--- src/rtl/ffbt_pkg.sv ---
// ----------------------------------------------------------------------------
// ffbt_pkg
// Shared widths, register codes and types of the first-fit tournament tree
// ----------------------------------------------------------------------------
package ffbt_pkg;

	// default geometry
	localparam int BOXES_DEF    = 8;
	localparam int CAP_BITS_DEF = 16;

	// fixed field widths
	localparam int ID_W        = 16;
	localparam int SIZE_W      = 16;
	localparam int ROOM_W      = 16;
	localparam int BOX_IDX_W   = 3;
	localparam int CAPREG_W    = 16;
	localparam int USEDREG_W   = 4;
	localparam int CFG_IDX_W   = 8;
	localparam int IN_TDATA_W  = 32;
	localparam int OUT_TDATA_W = 40;
	localparam int OUT_TUSER_W = 1;

	// register indexes
	localparam logic [CFG_IDX_W-1:0] REG_BOX_CAPACITY = 8'd0;
	localparam logic [CFG_IDX_W-1:0] REG_BOXES_IN_USE = 8'd1;

	// register reset values
	localparam logic [CAPREG_W-1:0]  RESET_CAPACITY = 16'd32768;
	localparam logic [USEDREG_W-1:0] RESET_BOXES    = 4'd8;

	// walk sequencer states
	typedef enum logic [2:0] {
		ST_IDLE,
		ST_ROOT,
		ST_DOWN,
		ST_LEAF,
		ST_UP,
		ST_OUT
	} walk_state_t;

	// tree memory port controls
	typedef struct packed {
		logic we;
		logic re;
	} mem_ctl_t;

endpackage

--- src/rtl/ffbt_mem.sv ---
// ----------------------------------------------------------------------------
// ffbt_mem
// Tree node storage: one write port, one read port with registered data
// ----------------------------------------------------------------------------
module ffbt_mem #(
	parameter int DEPTH  = 15,
	parameter int ADDR_W = 4,
	parameter int DATA_W = 16
) (
	input  logic              clk,
	input  ffbt_pkg::mem_ctl_t ctl,
	input  logic [ADDR_W-1:0] wr_addr,
	input  logic [DATA_W-1:0] wr_data,
	input  logic [ADDR_W-1:0] rd_addr,
	output logic [DATA_W-1:0] rd_data
);
	import ffbt_pkg::*;

	logic [DATA_W-1:0] mem_q [DEPTH];
	logic [DATA_W-1:0] rd_data_q;

	// write port
	always_ff @(posedge clk) begin
		if (ctl.we) begin
			mem_q[wr_addr] <= wr_data;
		end
	end

	// registered read port
	always_ff @(posedge clk) begin
		if (ctl.re) begin
			rd_data_q <= mem_q[rd_addr];
		end
	end

	assign rd_data = rd_data_q;

endmodule

--- src/rtl/ffbt_fill.sv ---
// ----------------------------------------------------------------------------
// ffbt_fill
// Configuration registers and the refill pass that rewrites every tree node
// ----------------------------------------------------------------------------
module ffbt_fill #(
	parameter int BOXES    = 8,
	parameter int CAP_BITS = 16,
	localparam int LVL     = $clog2(BOXES),
	localparam int NODES   = 2 * BOXES - 1,
	localparam int NODE_W  = $clog2(NODES)
) (
	input  logic                           clk,
	input  logic                           arst_n,
	input  logic                           cfg_valid,
	output logic                           cfg_ready,
	input  logic [ffbt_pkg::CFG_IDX_W-1:0] cfg_index,
	input  logic [ffbt_pkg::CAPREG_W-1:0]  cfg_data,
	output logic                           busy,
	output logic [NODE_W-1:0]              wr_addr,
	output logic [CAP_BITS-1:0]            wr_data
);
	import ffbt_pkg::*;

	localparam int SPAN_W = LVL + 1;

	logic [CAPREG_W-1:0]  cap_q;
	logic [USEDREG_W-1:0] used_q;
	logic                 busy_q;
	logic [NODE_W-1:0]    node_q;
	logic [LVL-1:0]       left_q;
	logic [SPAN_W-1:0]    span_q;

	logic [31:0]          cap_w;
	logic [CAP_BITS-1:0]  cap_c;
	logic                 node_used;
	logic [SPAN_W-1:0]    left_next;
	logic                 level_end;
	logic                 cfg_wr;

	assign cfg_ready = 1'b1;
	assign cfg_wr    = cfg_valid & cfg_ready;

	// capacity masked to the tree width
	assign cap_w = 32'(cap_q);
	assign cap_c = cap_w[CAP_BITS-1:0];

	// a node holds capacity when the leftmost leaf below it is a used box
	assign node_used = 32'(left_q) < 32'(used_q);
	assign wr_data   = node_used ? cap_c : '0;
	assign wr_addr   = node_q;
	assign busy      = busy_q;

	// leftmost leaf of the next node on this level
	assign left_next = SPAN_W'(left_q) + span_q;
	assign level_end = left_next == SPAN_W'(BOXES);

	// register writes and pass sequencing
	always_ff @(posedge clk or negedge arst_n) begin
		if (!arst_n) begin
			cap_q  <= RESET_CAPACITY;
			used_q <= RESET_BOXES;
			busy_q <= 1'b1;
			node_q <= '0;
			left_q <= '0;
			span_q <= SPAN_W'(BOXES);
		end else if (cfg_wr) begin
			unique case (cfg_index)
				REG_BOX_CAPACITY: begin
					cap_q  <= cfg_data;
					busy_q <= 1'b1;
					node_q <= '0;
					left_q <= '0;
					span_q <= SPAN_W'(BOXES);
				end
				REG_BOXES_IN_USE: begin
					used_q <= cfg_data[USEDREG_W-1:0];
					busy_q <= 1'b1;
					node_q <= '0;
					left_q <= '0;
					span_q <= SPAN_W'(BOXES);
				end
				default: begin
				end
			endcase
		end else if (busy_q) begin
			if (node_q == NODE_W'(NODES - 1)) begin
				busy_q <= 1'b0;
			end
			node_q <= node_q + 1'b1;
			if (level_end) begin
				left_q <= '0;
				span_q <= span_q >> 1;
			end else begin
				left_q <= left_next[LVL-1:0];
			end
		end
	end

endmodule

--- src/rtl/ffbt_ctrl.sv ---
// ----------------------------------------------------------------------------
// ffbt_ctrl
// Walk sequencer: descends the tree, updates the leaf, rebuilds maxima
// ----------------------------------------------------------------------------
module ffbt_ctrl #(
	parameter int BOXES    = 8,
	parameter int CAP_BITS = 16,
	localparam int NODES   = 2 * BOXES - 1,
	localparam int NODE_W  = $clog2(NODES)
) (
	input  logic                           clk,
	input  logic                           arst_n,
	input  logic                           in_valid,
	output logic                           in_ready,
	input  logic [ffbt_pkg::ID_W-1:0]      in_id,
	input  logic [ffbt_pkg::SIZE_W-1:0]    in_size,
	input  logic                           fill_busy,
	output ffbt_pkg::mem_ctl_t             mem_ctl,
	output logic [NODE_W-1:0]              rd_addr,
	output logic [NODE_W-1:0]              wr_addr,
	output logic [CAP_BITS-1:0]            wr_data,
	input  logic [CAP_BITS-1:0]            rd_data,
	output logic                           out_valid,
	input  logic                           out_ready,
	output logic [ffbt_pkg::ID_W-1:0]      out_tag,
	output logic                           out_placed,
	output logic [ffbt_pkg::BOX_IDX_W-1:0] out_box,
	output logic [ffbt_pkg::ROOM_W-1:0]    out_room
);
	import ffbt_pkg::*;

	walk_state_t state_q, state_d;

	logic [ID_W-1:0]      id_q;
	logic [CAP_BITS-1:0]  size_q;
	logic [NODE_W-1:0]    node_q;
	logic [CAP_BITS-1:0]  carry_q;
	logic                 res_placed_q;
	logic [BOX_IDX_W-1:0] res_box_q;
	logic [ROOM_W-1:0]    res_room_q;
	logic                 out_valid_q;
	logic [ID_W-1:0]      out_tag_q;
	logic                 out_placed_q;
	logic [BOX_IDX_W-1:0] out_box_q;
	logic [ROOM_W-1:0]    out_room_q;

	logic                 in_acc;
	logic                 out_load;
	logic [31:0]          size_w;
	logic [CAP_BITS-1:0]  cmp_b;
	logic                 ge;
	logic [NODE_W-1:0]    lchild;
	logic [NODE_W-1:0]    down_node;
	logic                 down_leaf;
	logic [NODE_W-1:0]    parent;
	logic                 parent_root;
	logic [NODE_W-1:0]    sib_node;
	logic [NODE_W-1:0]    sib_parent;
	logic [CAP_BITS-1:0]  diff;
	logic [CAP_BITS-1:0]  up_max;
	logic [31:0]          diff_w;
	logic [NODE_W-1:0]    box_n;
	logic [31:0]          box_w;

	assign in_ready = (state_q == ST_IDLE) && !fill_busy;
	assign in_acc   = in_valid & in_ready;
	assign out_load = (state_q == ST_OUT) && (!out_valid_q || out_ready);

	// item size masked to the tree width
	assign size_w = 32'(in_size);

	// shared comparator: fit test on the way down, max on the way up
	assign cmp_b = (state_q == ST_UP) ? carry_q : size_q;
	assign ge    = rd_data >= cmp_b;

	// tree index arithmetic
	assign lchild      = {node_q[NODE_W-2:0], 1'b1};
	assign down_node   = ge ? lchild : lchild + 1'b1;
	assign down_leaf   = down_node >= NODE_W'(BOXES - 1);
	assign parent      = (node_q - 1'b1) >> 1;
	assign parent_root = parent == '0;
	assign sib_node    = node_q[0] ? node_q + 1'b1 : node_q - 1'b1;
	assign sib_parent  = parent[0] ? parent + 1'b1 : parent - 1'b1;

	// leaf update and path maximum
	assign diff   = rd_data - size_q;
	assign up_max = ge ? rd_data : carry_q;
	assign diff_w = 32'(diff);
	assign box_n  = node_q - NODE_W'(BOXES - 1);
	assign box_w  = 32'(box_n);

	// next state
	always_comb begin
		state_d = state_q;
		unique case (state_q)
			ST_IDLE: begin
				if (in_acc) state_d = ST_ROOT;
			end
			ST_ROOT: begin
				state_d = ge ? ST_DOWN : ST_OUT;
			end
			ST_DOWN: begin
				if (down_leaf) state_d = ST_LEAF;
			end
			ST_LEAF: begin
				state_d = ST_UP;
			end
			ST_UP: begin
				if (parent_root) state_d = ST_OUT;
			end
			ST_OUT: begin
				if (out_load) state_d = ST_IDLE;
			end
			default: begin
				state_d = ST_IDLE;
			end
		endcase
	end

	// memory port controls per state
	always_comb begin
		mem_ctl = '0;
		rd_addr = '0;
		wr_addr = node_q;
		wr_data = diff;
		unique case (state_q)
			ST_IDLE: begin
				mem_ctl.re = in_acc;
			end
			ST_ROOT: begin
				mem_ctl.re = ge;
				rd_addr    = NODE_W'(1);
			end
			ST_DOWN: begin
				mem_ctl.re = 1'b1;
				rd_addr    = down_leaf ? down_node : {down_node[NODE_W-2:0], 1'b1};
			end
			ST_LEAF: begin
				mem_ctl.we = 1'b1;
				mem_ctl.re = 1'b1;
				rd_addr    = sib_node;
			end
			ST_UP: begin
				mem_ctl.we = 1'b1;
				mem_ctl.re = !parent_root;
				rd_addr    = sib_parent;
				wr_addr    = parent;
				wr_data    = up_max;
			end
			ST_OUT: begin
			end
			default: begin
			end
		endcase
	end

	// state register
	always_ff @(posedge clk or negedge arst_n) begin
		if (!arst_n) begin
			state_q <= ST_IDLE;
		end else begin
			state_q <= state_d;
		end
	end

	// walk datapath
	always_ff @(posedge clk) begin
		case (state_q)
			ST_IDLE: begin
				if (in_acc) begin
					id_q   <= in_id;
					size_q <= size_w[CAP_BITS-1:0];
				end
			end
			ST_ROOT: begin
				node_q       <= '0;
				res_placed_q <= 1'b0;
				res_box_q    <= '0;
				res_room_q   <= '0;
			end
			ST_DOWN: begin
				node_q <= down_node;
			end
			ST_LEAF: begin
				carry_q      <= diff;
				res_placed_q <= 1'b1;
				res_box_q    <= box_w[BOX_IDX_W-1:0];
				res_room_q   <= diff_w[ROOM_W-1:0];
			end
			ST_UP: begin
				carry_q <= up_max;
				node_q  <= parent;
			end
			default: begin
			end
		endcase
	end

	// output register valid
	always_ff @(posedge clk or negedge arst_n) begin
		if (!arst_n) begin
			out_valid_q <= 1'b0;
		end else if (out_load) begin
			out_valid_q <= 1'b1;
		end else if (out_ready) begin
			out_valid_q <= 1'b0;
		end
	end

	// output register payload
	always_ff @(posedge clk) begin
		if (out_load) begin
			out_tag_q    <= id_q;
			out_placed_q <= res_placed_q;
			out_box_q    <= res_box_q;
			out_room_q   <= res_room_q;
		end
	end

	assign out_valid  = out_valid_q;
	assign out_tag    = out_tag_q;
	assign out_placed = out_placed_q;
	assign out_box    = out_box_q;
	assign out_room   = out_room_q;

endmodule

--- src/rtl/first_fit_bin_tournament_tree_core.sv ---
// ----------------------------------------------------------------------------
// first_fit_bin_tournament_tree_core
// First-fit box allocator on a max tree held in a single-port-pair memory
// ----------------------------------------------------------------------------
//  channel   direction  payload
//  s_axis    in         tdata: item_id, item_size
//  m_axis    out        tdata: item_tag, box_index, room_left; tuser: placed
//  cfg       in         cfg_index selects the register, cfg_data is written
//
//  an item walks from accept to result in these steps: root compare, one read
//  per level down, leaf write, one read and write per level up, output load;
//  an item that fits nowhere goes from the root compare to the output load.
//  the next item is taken only after the result is loaded.
//  after reset and after each write to the capacity or boxes-in-use register a
//  refill pass rewrites every node; no item is accepted until it is done.
//  a result stalled in the output register holds the next item in its last step.
// ----------------------------------------------------------------------------
module first_fit_bin_tournament_tree_core #(
	parameter int BOXES    = ffbt_pkg::BOXES_DEF,
	parameter int CAP_BITS = ffbt_pkg::CAP_BITS_DEF
) (
	input  logic                             clk,
	input  logic                             arst_n,
	input  logic                             s_axis_tvalid,
	output logic                             s_axis_tready,
	// item_id[15:0], item_size[31:16]
	input  logic [ffbt_pkg::IN_TDATA_W-1:0]  s_axis_tdata,
	output logic                             m_axis_tvalid,
	input  logic                             m_axis_tready,
	// item_tag[15:0], box_index[18:16], room_left[34:19], zero fill above
	output logic [ffbt_pkg::OUT_TDATA_W-1:0] m_axis_tdata,
	// placed[0]
	output logic [ffbt_pkg::OUT_TUSER_W-1:0] m_axis_tuser,
	input  logic                             cfg_valid,
	output logic                             cfg_ready,
	input  logic [ffbt_pkg::CFG_IDX_W-1:0]   cfg_index,
	input  logic [ffbt_pkg::CAPREG_W-1:0]    cfg_data
);
	import ffbt_pkg::*;

	localparam int NODES  = 2 * BOXES - 1;
	localparam int NODE_W = $clog2(NODES);

	logic                 fill_busy;
	logic [NODE_W-1:0]    fill_addr;
	logic [CAP_BITS-1:0]  fill_data;
	mem_ctl_t             walk_ctl;
	mem_ctl_t             mem_ctl;
	logic [NODE_W-1:0]    walk_rd_addr;
	logic [NODE_W-1:0]    walk_wr_addr;
	logic [CAP_BITS-1:0]  walk_wr_data;
	logic [NODE_W-1:0]    mem_wr_addr;
	logic [CAP_BITS-1:0]  mem_wr_data;
	logic [CAP_BITS-1:0]  mem_rd_data;
	logic [ID_W-1:0]      res_tag;
	logic                 res_placed;
	logic [BOX_IDX_W-1:0] res_box;
	logic [ROOM_W-1:0]    res_room;

	// configuration and refill pass
	ffbt_fill #(
		.BOXES    (BOXES),
		.CAP_BITS (CAP_BITS)
	) u_fill (
		.clk       (clk),
		.arst_n    (arst_n),
		.cfg_valid (cfg_valid),
		.cfg_ready (cfg_ready),
		.cfg_index (cfg_index),
		.cfg_data  (cfg_data),
		.busy      (fill_busy),
		.wr_addr   (fill_addr),
		.wr_data   (fill_data)
	);

	// walk sequencer
	ffbt_ctrl #(
		.BOXES    (BOXES),
		.CAP_BITS (CAP_BITS)
	) u_ctrl (
		.clk        (clk),
		.arst_n     (arst_n),
		.in_valid   (s_axis_tvalid),
		.in_ready   (s_axis_tready),
		.in_id      (s_axis_tdata[ID_W-1:0]),
		.in_size    (s_axis_tdata[ID_W+SIZE_W-1:ID_W]),
		.fill_busy  (fill_busy),
		.mem_ctl    (walk_ctl),
		.rd_addr    (walk_rd_addr),
		.wr_addr    (walk_wr_addr),
		.wr_data    (walk_wr_data),
		.rd_data    (mem_rd_data),
		.out_valid  (m_axis_tvalid),
		.out_ready  (m_axis_tready),
		.out_tag    (res_tag),
		.out_placed (res_placed),
		.out_box    (res_box),
		.out_room   (res_room)
	);

	// refill owns the write port while it runs
	always_comb begin
		if (fill_busy) begin
			mem_ctl.we  = 1'b1;
			mem_ctl.re  = 1'b0;
			mem_wr_addr = fill_addr;
			mem_wr_data = fill_data;
		end else begin
			mem_ctl     = walk_ctl;
			mem_wr_addr = walk_wr_addr;
			mem_wr_data = walk_wr_data;
		end
	end

	// tree node storage
	ffbt_mem #(
		.DEPTH  (NODES),
		.ADDR_W (NODE_W),
		.DATA_W (CAP_BITS)
	) u_mem (
		.clk     (clk),
		.ctl     (mem_ctl),
		.wr_addr (mem_wr_addr),
		.wr_data (mem_wr_data),
		.rd_addr (walk_rd_addr),
		.rd_data (mem_rd_data)
	);

	// result packing
	assign m_axis_tdata = {
		(OUT_TDATA_W - ID_W - BOX_IDX_W - ROOM_W)'(0),
		res_room,
		res_box,
		res_tag
	};
	assign m_axis_tuser = res_placed;

endmodule

--- config.mk ---
export PLATFORM = sky130hd
export DESIGN_NAME = first_fit_bin_tournament_tree_core
export DESIGN_NICKNAME = d
export VERILOG_FILES = /design/src/rtl/ffbt_pkg.sv /design/src/rtl/ffbt_mem.sv /design/src/rtl/ffbt_fill.sv /design/src/rtl/ffbt_ctrl.sv /design/src/rtl/first_fit_bin_tournament_tree_core.sv
export SDC_FILE = /design/constraint.sdc
export NUM_CORES = 1
export LEC_CHECK = 0
export ABC_AREA = 1
export BUFFER_PORTS_ARGS = -buffer_cell sky130_fd_sc_hd__buf_2
export CORE_MARGIN = 1.5
export CORE_UTILIZATION = 40
export CTS_CLUSTER_DIAMETER = 50
export DETAILED_ROUTE_END_ITERATION = 16
export GPL_TIMING_DRIVEN = 1
export PLACE_DENSITY = 0.6
export SLEW_MARGIN = 20
export SYNTH_ARGS = -nofsm -noshare
export SYNTH_HDL_FRONTEND = slang
export SYNTH_SLANG_ARGS = --single-unit
export TNS_END_PERCENT = 50
--- constraint.sdc ---
create_clock -name clk -period 10.1 [get_ports clk]
set_input_delay 2.02 -clock clk [delete_from_list [all_inputs] [get_ports clk]]
set_output_delay 2.02 -clock clk [all_outputs]
set_load 0.005 [all_outputs]
# Word-level counts from Yosys, hierarchy flattened
# Memory sizes are Yosys's and may differ from the RTL's. A register that Yosys moved wholly into a read port is not among the register bits.
# Index checks and enable logic that the tools add are counted.
# totals
output_inout_bits	44
ram_bits	240
wordCells	115
n_memories	1
ff_bits	144
input_bits	61
# op_classes
bitwise	1
n_mux	45
add_sub_neg	9
reduce_logical	24
n_eq_ne	13
order_cmp	3
# mem_list
memory	words	word_bits	rd	rd_ports_with_merged_regs	write_ports	line	rtl
u_mem.mem_q	15	16	1	1	1	ffbt_mem.sv:19	logic [DATA_W-1:0] mem_q [DEPTH];
# ops
operator	count
$mux 16	5
$pmux 16 s2	2
$mux 4	13
$mux 3	9
$pmux 3 s6	1
$ge 16x16->1	1
$pmux 4 s4	1
$sub 16x16->16	1
$add 4x1->4 const B	3
$pmux 4 s3	1
$reduce_bool 2->1	5
$mux 1	9
$eq 4x4->1 const B	2
$eq 8x1->1 const B	1
$logic_not 8->1	1
$ne 2x1->1 const B	4
$reduce_and 2->1	4
$eq 3x2->1 const B	2
$eq 3x3->1 const B	2
$pmux 3 s2	1
$reduce_or 2->1	3
$add 3x1->4 const B	1
$add 3x4->4	1
$ge 4x3->1 const B	1
18 further kinds	21

# Logic depth before layout (Yosys ltp)
# Gate-level depths: netlist of the first run.
# depth
ltp_word	7
ltp_mapped	29
depth_no_buf	24

# Cells and area by module
# From an unflattened synthesis of the first run, not the netlist that was laid out.
# hier_totals
cells_unflattened	1748
area_unflattened_um2	18230.0
# modules_own_cells
mod	seq_area_each_um2	instances	cells_each	area_per_inst_um2
ffbt_mem	7687.4	1	957	10618.9
ffbt_ctrl	3343.2	1	504	5616.6
ffbt_fill	805.8	1	213	1672.9
first_fit_bin_tournament_tree_core	0.0	1	74	321.6

# Worst setup path before layout of the first run
# Ideal clock, no wire load.
# synth_path
path_kind	input to register
start	in s_axis_tvalid
end	reg u_mem.rd_data_q[0] (netlist: u_mem.rd_data[0]) (read register of u_mem.mem_q) (enable)
arrival_time_ps	5559
required_time_ps	9711
slack_ps	4152
setup_ps	389
path_stages	3
n_path_buf	0
path_cell_list	nor3b_1 -> a2111oi_0 -> nor2_1
# synth_rtl
item	line	rtl
start: declaration	first_fit_bin_tournament_tree_core.sv:24	input logic s_axis_tvalid,
end: declaration	ffbt_mem.sv:20	logic [DATA_W-1:0] rd_data_q;

# Final worst setup path of the first run
# layout_path
start	reg u_ctrl.state_q[1]
end	reg u_mem.rd_data_q[12] (netlist: u_mem.rd_data[12]) (read register of u_mem.mem_q), data pin
# layout_via
elab_chain_len	7
word_cells_on_any_way	16
cone_classes	order compare (2); eq/ne (4); mux (6); bitwise (1); reduce/logical (3)
# layout_rtl
item	line	rtl
start: declaration	ffbt_ctrl.sv:32	walk_state_t state_q, state_d;
start signal: assignment	ffbt_ctrl.sv:162	state_q <= state_d;
$eq 3x3->1	ffbt_ctrl.sv:73, ffbt_ctrl.sv:126	
$mux 16	ffbt_ctrl.sv:73	assign cmp_b = (state_q == ST_UP) ? carry_q : size_q;
$ge 16x16->1	ffbt_ctrl.sv:74	assign ge = rd_data >= cmp_b;
$mux 4	ffbt_ctrl.sv:78	assign down_node = ge ? lchild : lchild + 1'b1;
$ge 4x3->1	ffbt_ctrl.sv:79	assign down_leaf = down_node >= NODE_W'(BOXES - 1);
$mux 4	ffbt_ctrl.sv:136	rd_addr = down_leaf ? down_node : {down_node[NODE_W-2:0], 1'b1};
$pmux 4 s4	ffbt_ctrl.sv:126	unique case (state_q)
# Several ways; a longest one is shown, not always the timed one.
# A chain may end at the register's enable or synchronous reset.

==> metrics, run 1 <==
register bit total from synthesis 400; ys flop type edfxtp_1; synthesized instance count around 1.7k; multi-input logic area 5190 µm²; setup tns final 0 ns; cell taking the most area after synthesis edfxtp_1; pre-CTS setup slack 4.30 ns; Clock Skew 0.0222 ns; post-route ant nets 0; ANT cells 0; CP peak stage delay between 0.6 and 0.7 ns; metal3 WL just under 3 mm; Initial Utilization 40.5%; final RePlAce weighted congestion 0.890; crit path capture type flip-flop; RSZ-0062 raised after global routing false; critical path type reg2reg; grt total ovfl 0; critical path launch point type flip-flop; CP dominant cell by count nand3_1; max_slew headroom 30.0%; final hold vios 0; CP Launch Point u_ctrl.state_q[1]; Worst Path Buf+Inv 3; final routed DRC violation total 0; row cnt between 70 and 80; number of synthesized flops with an enable pin 364; pin count of the biggest net entering global routing 86; Routed wire per std cell 18.5 µm; Critical-path top delay cell nand2_4; share of layout cells above drive strength 1 13.2%; DP Wirelength 28.2 mm; Seq/Total Area, Yosys around 65%; Max Clk Rate about 0.17 GHz; ys async rst share under 10%; initial antenna violation count 1; RR Endpoint u_mem.rd_data[12]; worst skew pair latency 0.56 ns; P&R area growth vs syn 14.0%; CTS sink cnt 400; Synth cell types 45; R2R Path Start u_ctrl.state_q[1]; total core area ~45000 µm²; Die ar. between 40000 and 50000 µm²; vias 12.6k; Hold Buf Count CTS 0; Worst-path clk slew 0.06 ns; Max Cap Violations 0; Routed WL 45.4 mm; DR vias/cell 5.16; FILL cells 4209; Worst setup endpoint u_mem.rd_data[12]; top sig layer met4; post-CTS sizing 0; CTS buffer count 45; met2 wire length 20.7 mm; Metal-1 WL 20.5 mm; Iter 0 DRT Violations about 1.0k; synth warn 0; Crit path depth 20; Clock Tree Buf Depth 3; Yosys top cell area share 59.8%; crit-path leading delay family simple AND/OR/NAND/NOR gates; Post-CTS Setup Repair Bufs 0; die height 217 µm; first-pass GRT wire length about 70 mm; Hold Path Class reg2reg; CP arrival 6.14 ns; Max Slew Vio Count 0; Die Wd between 200 and 250 µm; CTS root buf clkbuf_16; mapped cell area between 15000 and 20000 µm²; final setup violation count 0; Worst-Margin Slew 1.05 ns; crit path cell chain nor2_1, nand2_1, buf_4, inv_1, o21ai_0, ha_1, a21oi_1, o21ai_0, a21oi_2, nand2_2, ha_1, nand3_1, nand3_4, nand2_4, buf_4, nand2_1, nand3_1, nand3_1, nand3_1, nand2_1; worst reg2reg path depth 20; Final min period 5.84 ns; ranking of synthesized cells by area edfxtp_1 60%, nand3_1 8.4%, nand2_1 7.7%; area occupied by registers 11800 µm²; CTS tree yes; post-layout worst setup margin 4.26 ns; num ports around 110; I/O Buffers 98; drt first pass iters 5; crit path max fanout a little under 60; Tot GR Track Use 19.5%; WP data required roughly 10 ns; Post-layout nets between 1.5k and 2k; period utilisation layout 57.8%; H-Tree Depth 2; vias in the first global route 12.1k; outcome finished, final reports clean; Worst R2R Setup Slack 4.26 ns; Mapped Avg Cell Area 10.6 µm²
[per-layer routing]
| layer | GRT usage (%) | up-vias |
|---|---|---|
| li1 | - | 6000 |
| met1 | 27.3 | 6151 |
| met2 | 31.1 | 406 |
| met3 | 2.84 | 78 |
| met4 | 6.37 | 0 |
| met5 | 0 | - |
[final cells by class]
cell class,instances,area share (%)
sequential,400,56.8
multi-input combinational,998,24.9
clock buffer,53,5.80
inverter,243,4.38
tap,600,3.60
timing repair buffer,126,3.36
clock inverter,31,1.11
[Yosys cell counts (3+ instances only)]
| master | n |
|---|---|
| nor2_1 | 71 |
| fa_1 | 3 |
| a22o_1 | 11 |
| mux2_2 | 12 |
| buf_4 | 7 |
| xnor2_1 | 10 |
| edfxtp_1 | 364 |
| buf_6 | 9 |
| dfstp_2 | 4 |
| o22ai_1 | 5 |
| nand2_1 | 377 |
| ha_1 | 43 |
| inv_1 | 239 |
| nand3_1 | 306 |
| nor3_1 | 3 |
| a21oi_1 | 27 |
| o211ai_1 | 4 |
| o31ai_1 | 5 |
| dfrtp_1 | 32 |
| a21oi_2 | 3 |
| buf_2 | 37 |
| xor2_1 | 12 |
| o21ai_0 | 75 |
| clkbuf_1 | 27 |
| nand2_2 | 3 |
[flip-flops by register name (all words and copies together) (netlist names)]
| register | cells |
|---|---|
| u_ctrl.out_valid | 1 |
| u_ctrl.res_box_q | 3 |
| u_ctrl.out_tag | 16 |
| u_fill.busy | 1 |
| u_ctrl.res_room_q | 16 |
| u_fill.wr_addr | 4 |
| u_fill.left_q | 3 |
| u_ctrl.carry_q | 16 |
| u_fill.cap_c | 16 |
| u_ctrl.out_placed | 1 |
| u_ctrl.size_q | 16 |
| u_ctrl.id_q | 16 |
| u_mem.rd_data | 16 |
| u_ctrl.res_placed_q | 1 |
| u_mem.mem_q | 240 |
| u_ctrl.out_box | 3 |
| u_fill.span_q | 4 |
| u_fill.used_q | 4 |
| u_ctrl.out_room | 16 |
| u_ctrl.node_q | 4 |
| u_ctrl.state_q | 3 |
[metrics by stage]
step	instances	area, µm²	hold WS, ns	util [%]
3_3_place_gp	2367	19400	0.401	42.9
6_report	2451	20800	0.417	46.1
4_1_cts	2451	20800	0.418	46.1
2_1_floorplan	1722	18300	0.400	-
5_1_grt	2451	20800	0.424	46.1
3_5_place_dp	2367	19400	0.405	42.9
[cell families after synthesis]
family	share of synthesized area [%]
muxes	0.739
and+or+nand+nor	18.2
AOI/OAI and AO/OA	4.53
buffers and inverters	7.42
xor gates and xnor gates	1.05
DFF	64.8
other	0.0411
adders and majority gates	3.27
[how the worst min path moves through the flow]
stage,cells after the start,startpoint,to
final,0,u_ctrl.res_room_q[9],u_ctrl.out_room[9]
after global routing,0,u_ctrl.res_room_q[9],u_ctrl.out_room[9]
after CTS,0,u_ctrl.res_room_q[9],u_ctrl.out_room[9]
after detailed placement,0,u_ctrl.res_placed_q,u_ctrl.out_placed
after global placement,0,u_ctrl.id_q[15],u_ctrl.out_tag[15]
after floorplan,0,u_ctrl.res_box_q[0],u_ctrl.out_box[0]
[placed cells by master (no fill, tap or decap), types with 3 or more instances in the layout]
master     instances
fa_1               3
xor2_1            12
xnor2_1           10
o22ai_1            5
nor2_2            13
ha_1              43
o31ai_1            5
edfxtp_1         364
clkbuf_1           5
nand3_1          306
nor2_4             4
o21ai_0           75
inv_1            239
buf_2             98
dfstp_2            4
a22o_1            11
nor3_1             3
clkinv_4           3
conb_1             6
a21oi_1           27
dfrtp_1           32
clkinv_2          12
inv_6              3
clkbuf_16         47
mux2_2            12
nor2_1            54
clkinv_1           9
o211ai_1           4
buf_4             28
nand2_1          377
Power of run 1 is not shown: default switching activity piles up to over one toggle a cycle in this logic, so the estimate is an artifact.
==> inputs of run 2 (changes only) <==
Settings changed: ABC_AREA 1 to 0, PLACE_DENSITY 0.6 to 0.62.
Clock period 10.1 ns to 5.3 ns, I/O delays scaled along.
==> metrics, run 2 <==
register bit total from synthesis 400; RR Endpoint u_mem.rd_data[11]; most frequent cells in the layout 364 x edfxtp_1, 124 x mux2i_1, 100 x nor2_1, 98 x buf_2, 91 x nand2_1; CTS sink cnt 400; top cells by count, synth 364 x edfxtp_1, 124 x mux2i_1, 101 x nor2_1; I/O Buffers 98; pin count of the biggest net entering global routing 69; num ports 105; Final min period ~5 ns; mapped cell area 17300 µm²; Routed wire per std cell 21.0 µm; synthesized instance count 1181; first-pass GRT wire length between 60 and 70 mm; Initial Utilization 40.9%; die height 211 µm; total core area 42300 µm²; critical path type reg2reg; Clock Skew 0.0243 ns; Die ar. 44500 µm²; Worst-path clk slew 0.06 ns; Max Slew Vio Count 0; Max Clk Rate a little over 0.2 GHz; Largest Register u_mem.mem_q; Mapped Avg Cell Area 14.6 µm²; cell taking the most area after synthesis edfxtp_1; Worst-Margin Slew 1.01 ns; DR vias/cell 5.36; final hold vios 0; Hold Buf Count CTS 0; R2R Path Start u_ctrl.state_q[1]; CTS root buf clkbuf_16; worst skew pair latency 0.55 ns; row cnt between 70 and 80; Tot GR Track Use between 10% and 20%; Die Wd 211 µm; critical path launch point type flip-flop; CTS buffer count 43; Iter 0 DRT Violations approximately 810; final setup violation count 0; vias 10.3k; Synth cell types 64; end of the worst hold path u_ctrl.out_box[2]; Largest register FFs 240; Routed WL 40.4 mm; outcome finished, final reports clean; Max Cap Violations 0; drt first pass iters 5; initial antenna violation count 0; Hold Path Depth 0; CP arrival 5.18 ns; H-Tree Depth 2; crit path capture type flip-flop; worst reg2reg path depth 19; P&R area growth vs syn 15.1%; vias in the first global route 10.0k; CP Launch Point u_ctrl.state_q[1]; ANT cells 0; ys async rst share 9.00%; Seq/Total Area, Yosys 68.5%; ranking of synthesized cells by area edfxtp_1 63%, mux2i_1 7.2%, dfrtp_1 4.6%; setup tns final 0 ns; WP data required 5.60 ns; ys flop type edfxtp_1; DP Wirelength roughly 25 mm; max_slew headroom 32.4%; commonest non-fill, non-tap cell in the layout edfxtp_1; grt total ovfl 0; number of synthesized flops with an enable pin approximately 360; synth warn 0; final RePlAce weighted congestion roughly 0.88; Hold Path Class reg2reg; share of layout cells above drive strength 1 18.2%; Yosys top cell area share 63.2%; Post-layout nets approximately 1.4k; post-route ant nets 0; min-delay src u_ctrl.res_box_q[2]; crit path max fanout 56; RSZ-0062 raised after global routing false; final routed DRC violation total 0; Clock Tree Buf Depth 3; CTS tree yes; Worst R2R Setup Slack 0.42 ns; period utilisation layout 92.1%; top-count cell post-synth edfxtp_1
-- run 2: changes by cell type after synthesis, sizes merged, moves of 11 or more --
| cell | change |
|---|---|
| a21oi | +12 |
| and4 | +15 |
| mux2 | +11 |
| nor2 | +34 |
| o21ai | -44 |
| a22oi | +48 |
| inv | -204 |
| nand3 | -302 |
| buf | -17 |
| o311ai | +17 |
| nand2 | -289 |
| mux2i | +124 |
-- run 2: layout make-up --
type | instances | area (µm²)
inverters | 38 | 143
clock buffers | 54 | 1140
repair buffers | 143 | 866
well taps | 577 | 722
multi-input cells | 692 | 5040
fillers | 3684 | 22400
flip-flops and latches | 400 | 11800
clock inverters | 22 | 159
-- run 2: cell families (layout without fill, tap and decap cells) --
logic type      after synthesis  in the layout  share of synthesized area [%]
other cells                   2              6                         0.0434
flops                       400            400                           68.5
buf+inv                      93            257                           2.71
fa+ha+maj                    46             46                           3.46
xor+xnor                     23             23                           1.17
compound gates              202            202                           8.26
simple gates                268            268                           7.23
mux                         147            147                           8.68
-- run 2: critical path, cell delays in order, from the launching register on --
cell	delay, ns
dfrtp_1	0.50
nor3_2	0.30
buf_12	0.29
nand2_1	0.09
nand2_1	0.07
ha_1	0.21
nand2b_1	0.13
a2111o_1	0.44
a31oi_4	0.23
o21ai_1	0.14
nand2_1	0.12
inv_1	0.06
ha_1	0.28
nand2b_1	0.24
o221ai_4	0.38
clkbuf_16	0.29
buf_4	0.28
mux2i_1	0.23
a22oi_1	0.10
and4_1	0.21
-- run 2: worst max path at each step --
stage / end / slack [ns] / cells past startpoint
after global placement: u_mem.rd_data[11] / 0.46 / 19
after detailed placement: u_mem.rd_data[9] / 0.33 / 19
after CTS: u_mem.rd_data[9] / 0.33 / 19
after floorplan: u_mem.rd_data[4] / 0.04 / 24
after global routing: u_mem.rd_data[9] / 0.09 / 19
final: u_mem.rd_data[11] / 0.42 / 19
-- run 2: per-layer routing --
| layer | global-route usage (%) | routed length, µm | vias up |
|---|---|---|---|
| met1 | 24.9 | 17900 | 5117 |
| met4 | 5.25 | 893 | 0 |
| met5 | 0 | 0 | - |
| li1 | - | - | 4751 |
| met2 | 29.3 | 18800 | 386 |
| met3 | 3.39 | 2740 | 62 |
-- run 2: per-stage QoR --
stage	instances	hold WS, ns	cell area, µm²	setup WS [ns]	util, %
finish	1926	0.417	19900	0.416	47.0
floorplan	1185	0.400	17300	0.0439	-
detailed placement	1848	0.405	18600	0.328	43.9
global placement	1848	0.401	18600	0.459	43.9
global route	1926	0.423	19900	0.0889	47.0
CTS	1924	0.419	19900	0.325	47.0
-- run 2: timing repair --
action | CTS | global route
gates resized for setup | 0 | 1
endpoints found under the setup margin | 0 | 2
setup buffers | 0 | 0
Power of run 2 is left out for the same reason.
